`config.mk`:
```
export PLATFORM = sky130hd
export DESIGN_NAME = sapq_cell
export DESIGN_NICKNAME = d
export VERILOG_FILES = /design/src/sv/sapq_pkg.sv /design/src/sv/sapq_cell.sv
export SDC_FILE = /design/constraint.sdc
export NUM_CORES = 1
export LEC_CHECK = 0
export BUFFER_PORTS_ARGS = -buffer_cell sky130_fd_sc_hd__buf_4
export CORE_MARGIN = 5
export CORE_UTILIZATION = 30
export DETAILED_ROUTE_END_ITERATION = 12
export HOLD_SLACK_MARGIN = 0.06
export PLACE_DENSITY = 0.69
export RECOVER_POWER = 50
export SYNTH_ARGS = -nofsm -noshare
export SYNTH_HDL_FRONTEND = slang
export SYNTH_SLANG_ARGS = --single-unit
```
`constraint.sdc`:
```
create_clock -name clk -period 5 [get_ports clk]
set_input_delay 0.25 -clock clk [delete_from_list [all_inputs] [get_ports clk]]
set_output_delay 0.25 -clock clk [all_outputs]
set_load 0.05 [all_outputs]
```
`src/sv/sapq_pkg.sv`:
```
// Shared types and constants of the sorted-array priority queue.
// No dependencies; used by every module of the block and by its checker.
package sapq_pkg;

	localparam int DEPTH_DEF     = 64;
	localparam int TAG_WIDTH_DEF = 32;
	localparam int CAP_W         = 7;
	localparam int PRIO_W        = 16;
	localparam int PORT_TAG_W    = 32;
	localparam int OCC_W         = 7;

	localparam logic [CAP_W-1:0] CAP_RESET = 7'd64;

	localparam logic REQ_INSERT = 1'b0;
	localparam logic REQ_POP    = 1'b1;

	typedef enum logic [1:0] {
		ST_INSERTED = 2'd0,
		ST_FULL     = 2'd1,
		ST_POPPED   = 2'd2,
		ST_EMPTY    = 2'd3
	} status_t;

	typedef struct packed {
		logic                     req_type;
		logic signed [PRIO_W-1:0] priority_req;
		logic [PORT_TAG_W-1:0]    tag;
	} req_t;

	typedef struct packed {
		status_t                  status;
		logic signed [PRIO_W-1:0] out_priority;
		logic [PORT_TAG_W-1:0]    out_tag;
		logic [OCC_W-1:0]         occupancy;
	} rsp_t;

	typedef struct packed {
		logic                     insert;
		logic                     pop;
		logic signed [PRIO_W-1:0] prio;
	} cell_ctl_t;

endpackage

```
`src/sv/sapq_cell.sv`:
```
// One slot of the queue chain: holds an entry and shifts with its neighbours.
// Depends on sapq_pkg for the cell control struct.
module sapq_cell #(
	parameter int IDX       = 0,
	parameter int CNT_W     = 7,
	parameter int TAG_WIDTH = sapq_pkg::TAG_WIDTH_DEF
) (
	input  logic                             clk,
	input  sapq_pkg::cell_ctl_t              ctl,
	input  logic [TAG_WIDTH-1:0]             new_tag,
	input  logic [CNT_W-1:0]                 count,
	input  logic                             left_ge,
	input  logic signed [sapq_pkg::PRIO_W-1:0] left_prio,
	input  logic [TAG_WIDTH-1:0]             left_tag,
	input  logic signed [sapq_pkg::PRIO_W-1:0] right_prio,
	input  logic [TAG_WIDTH-1:0]             right_tag,
	output logic                             ge,
	output logic signed [sapq_pkg::PRIO_W-1:0] prio,
	output logic [TAG_WIDTH-1:0]             tag
);

	localparam int IW = (CNT_W > 32) ? CNT_W : 32;

	logic signed [sapq_pkg::PRIO_W-1:0] prio_q;
	logic [TAG_WIDTH-1:0]               tag_q;
	logic                               occupied;
	logic [IW-1:0]                      count_w;

	assign count_w  = IW'(count);
	assign occupied = count_w > IW'(IDX);
	// entry moves down (or is free) when the new priority is at least its own
	assign ge       = !occupied || (prio_q <= ctl.prio);
	assign prio     = prio_q;
	assign tag      = tag_q;

	always_ff @(posedge clk) begin
		if (ctl.pop) begin
			prio_q <= right_prio;
			tag_q  <= right_tag;
		end else if (ctl.insert && ge) begin
			if (!left_ge) begin
				prio_q <= ctl.prio;
				tag_q  <= new_tag;
			end else begin
				prio_q <= left_prio;
				tag_q  <= left_tag;
			end
		end
	end

endmodule

```
======== Word-level counts from Yosys, hierarchy flattened ========
Cells that the tools add are included.
word-level totals
  register bits after elaboration ......... 48
  bits of input ports ..................... 155
  output and inout port bits .............. 49
operators by class
  $lt $le $gt $ge ......................... 2
  mux-type cells .......................... 6
  reductions and logical operators ........ 4
operators with widths
  cell                                                                             count
  32-bit 2-to-1 mux                                                                3
  16-bit 2-to-1 mux                                                                3
  16-bit less-or-equal comparator                                                  1
  7-bit by 1-bit greater-than comparator with 1-bit output, second input constant  1
  2-bit nonzero test                                                               1
  1-bit logical AND                                                                1
  1-bit zero test                                                                  1
  1-bit logical OR                                                                 1

======== Longest topological paths before layout ========
  depth in word-level cells ............... 6
  depth in mapped cells ................... 7

======== Least setup slack after synthesis ========
No wires, ideal clock.
  path type ............................... register to register
  from .................................... reg prio_q (netlist bit prio[15])
  to ...................................... reg prio_q (netlist bit prio[0]) (enable)
  setup time .............................. 0.454 ns
  data arrival time ....................... 4.120 ns
  data required time ...................... 4.546 ns
  path slack .............................. 0.426 ns
  stages on the path, launching flop included .. 7
  path buffers ............................ 0
  cell sequence ........................... edfxtp_1 > ha_1 > nand4_2 > or4_4 > o21a_1 > o311a_1 > a311oi_2
between the ends
  word-level cells in the longest chain between the ends .. 4
ends and longest elaborated chain
  element                              line             source
  start, declared                      sapq_cell.sv:24  logic signed [sapq_pkg::PRIO_W-1:0] prio_q;
  start signal, assigned               sapq_cell.sv:38  prio_q <= right_prio;
  start signal, assigned               sapq_cell.sv:42  prio_q <= ctl.prio;
  start signal, assigned               sapq_cell.sv:45  prio_q <= left_prio;
  16-bit less-or-equal comparator      sapq_cell.sv:32  assign ge = !occupied || (prio_q <= ctl.prio);
  1-bit logical OR                     sapq_cell.sv:32
  1-bit logical AND                    sapq_cell.sv:40  end else if (ctl.insert && ge) begin
  2-bit nonzero test (no source line)  n/a
Every way passes these cells.
A chain may end at the register's enable or synchronous reset.

======== Worst setup path in the final report ========
  from .................................... in left_ge
  to ...................................... reg prio_q (netlist bit prio[15]) (data pin)
between the ends
  word-level cells in the longest chain between the ends .. 3
ends and longest elaborated chain
  element            line             source
  start, declared    sapq_cell.sv:12  input logic left_ge,
  16-bit 2-to-1 mux  sapq_cell.sv:41  if (!left_ge) begin
  16-bit 2-to-1 mux  sapq_cell.sv:40
  16-bit 2-to-1 mux  sapq_cell.sv:37  if (ctl.pop) begin
Every way passes these cells. The select of a mux whose other input is x is not followed.

==> summary.txt <==
GR peak layer: met2
Area share of the largest cell type after synthesis: 49.8%
Nets@finish: 642
Seq. cell area: 1440 um^2
Root Buffer: clkbuf_8
Outcome: finished with violations
Mean Syn Cell Area: 10.5 um^2
Number of nets with antenna violations after routing: 0
Seq/Total Area, Yosys: 49.8%
Final std cells w/o fill: 599
Total Wirelength: 8400 um
Pwr dens: 313 nW/um^2
Area of placed instances: 4540 um^2
Area growth syn-to-layout: 53.9%
HPWL Detailed: 6970 um
LEAKAGE: 2.07 nW
TritonCTS Sinks: 48
Area of the mapped netlist: 2890 um^2
Top post-synthesis cells by area: edfxtp_1 (50%), mux2i_1 (17%), o21ai_0 (8.7%), ha_1 (6.9%), nand2_1 (6.7%)
Main synth FF type: edfxtp_1
Hold WC Path Type: primary input to flip-flop
Multi-input gate area: 1340 um^2
Clock-pin slew on the worst setup and hold paths: 0.08 ns
Met3 global-route usage: 4.60%
Total CTS buffers: 5
Failing checks: max-capacitance violations, max-slew violations
Rows: 35
Cell count after synthesis: 276
Gr ovfl total: 0
DR iter-0 viols: 78
Chip Width: 108 um
Finished layout cell area: 4450 um^2
Share of cells above drive strength 1: 35.3%
Crit path kind: primary input to flip-flop
Hold Slack: 0.240 ns
Power Total: 1.39 mW
Average wire per standard cell: 14.0 um
Maximum vdd ir drop: 0.116 mV
Final Hold Fails: 0
GRT Total Usage: 13.8%
CP max FO: 48
Synth Net Count: 447
First-pass GRT wire length: 13000 um
Cell with the most instances after synthesis: nand2_1
Filler cells: 899
Drt first pass iters: 4
Cells after DPL: 593
Remaining DRCs: 0
TNS Setup: 0 ns
TritonCTS clock tree: built
CTS H-Tree Depth: 2
Die area: 11700 um^2
Min Tclk post-route: 3.16 ns
Max-cap violations: 1
Period utilization: 63.2%
Max Fclk: 316 MHz
RSZ-0062 raised after global routing: no
Vias: 2698
Crit path required time: 4.99 ns
Synth cell count leaders: nand2_1 (52), o21ai_0 (50), edfxtp_1 (48), mux2i_1 (48)
Worst Skew: 0.00263 ns
Slew @ Worst Pin: 3.40 ns
Effective utilization at floorplan: 31.0%
Post-synth ARST share: 0%
Final Slew Violations: 49
Synth Warn #: 0
Core Util, Final: 47.7%
Worst Setup Slack post-DPL: 2.13 ns
M2 GR Usage: 24.3%
Final setup viols: 0
Initial antenna violation count: 0
Clock Tree Buf Depth: 2
Number of enable flip-flop cells after synthesis: 48
Largest net degree at the start of global routing: 100
Top cell type by total area after synthesis: edfxtp_1
Rel. slew slack: -127%
CP endpoint kind: flip-flop
Gpl congestion: 0.783
Setup ws final: 1.84 ns
Ant diodes: 0
Hold Buf Count CTS: 0
Buffers added on ports: 203
DR vias/cell: 4.50
Synth Register Bits: 48
Die H: 108 um
Critical Path Source Type: primary input
Clock latency on the worst-skew pair: 0.29 ns
CP Data Arrival Time: 3.16 ns
IO Count: 204
Vias in the first global route: 2736
Core box area: 9330 um^2
Met1 Track Usage GR: 15.8%
Synth unique cells: 26
Post-CTS Resized: 0
Post-CTS Setup Inserts: 0
## where the power goes
group | switching, mW | total, mW | leakage (nW) | internal (mW)
Sequential | 0.0223 | 0.555 | 0.483 | 0.533
Clock | 0.118 | 0.262 | 0.0501 | 0.144
Combinational | 0.403 | 0.577 | 1.54 | 0.174
Total | 0.543 | 1.39 | 2.07 | 0.851
## worst max-delay path, cell delays in order
cell and delay (ns):
clkbuf_1 2.36, mux2i_1 0.37, o21ai_0 0.16
## routing by layer
| metal | part of all wire [%] | vias up | routed length [um] |
|---|---|---|---|
| li1 | - | 1385 | - |
| met1 | 38 | 1187 | 3180 |
| met2 | 51 | 116 | 4260 |
| met3 | 9.9 | 10 | 829 |
| met4 | 1.5 | 0 | 124 |
| met5 | 0 | - | 0 |
## state kept, by name, indices dropped and copies added (netlist names)
name  cells
tag      32
prio     16
## final cells by class
type                       instances  area share, %
clock buffer                       5           1.55
clock inverter                     1          0.675
inverter                          16           1.35
multi-input combinational        195           30.0
sequential                        48           32.4
tap                              129           3.63
timing repair buffer             205           30.4
## cell families after synthesis
| kind of cell | share of synthesized area (%) |
|---|---|
| and+or+nand+nor | 9.95 |
| AOI/OAI and AO/OA | 12.3 |
| muxes | 16.6 |
| DFF | 49.8 |
| buffers and inverters | 4.41 |
| adders and majority gates | 6.92 |
## final timing paths
kind,startpoint,end,slack [ns],cells after the start
setup / recovery,left_ge,prio[15],1.84,3
hold reg to reg,prio[15],prio[4],1.35,4
hold / removal,right_tag[27],tag[27],0.24,3
setup reg to reg,prio[15],tag[11],2.14,7
## placed cells by master, fill, tap and decap left out, drive strengths merged
cell type,netlist,final
a311oi,1,1
nor2b,2,2
nand3,2,2
a21o,1,1
ha,16,16
nor3,2,2
o31a,1,1
mux2i,48,48
inv,16,16
o211ai,1,1
buf,4,156
nand4,3,3
nand2,52,52
or4,1,1
edfxtp,48,48
nor2,3,3
clkbuf,13,54
bufinv,0,1
a21oi,7,7
o21ai,50,50
o311a,1,1
a221o,1,1
o21a,1,1
nor4,2,2
Power figures use the tool's default switching activity.
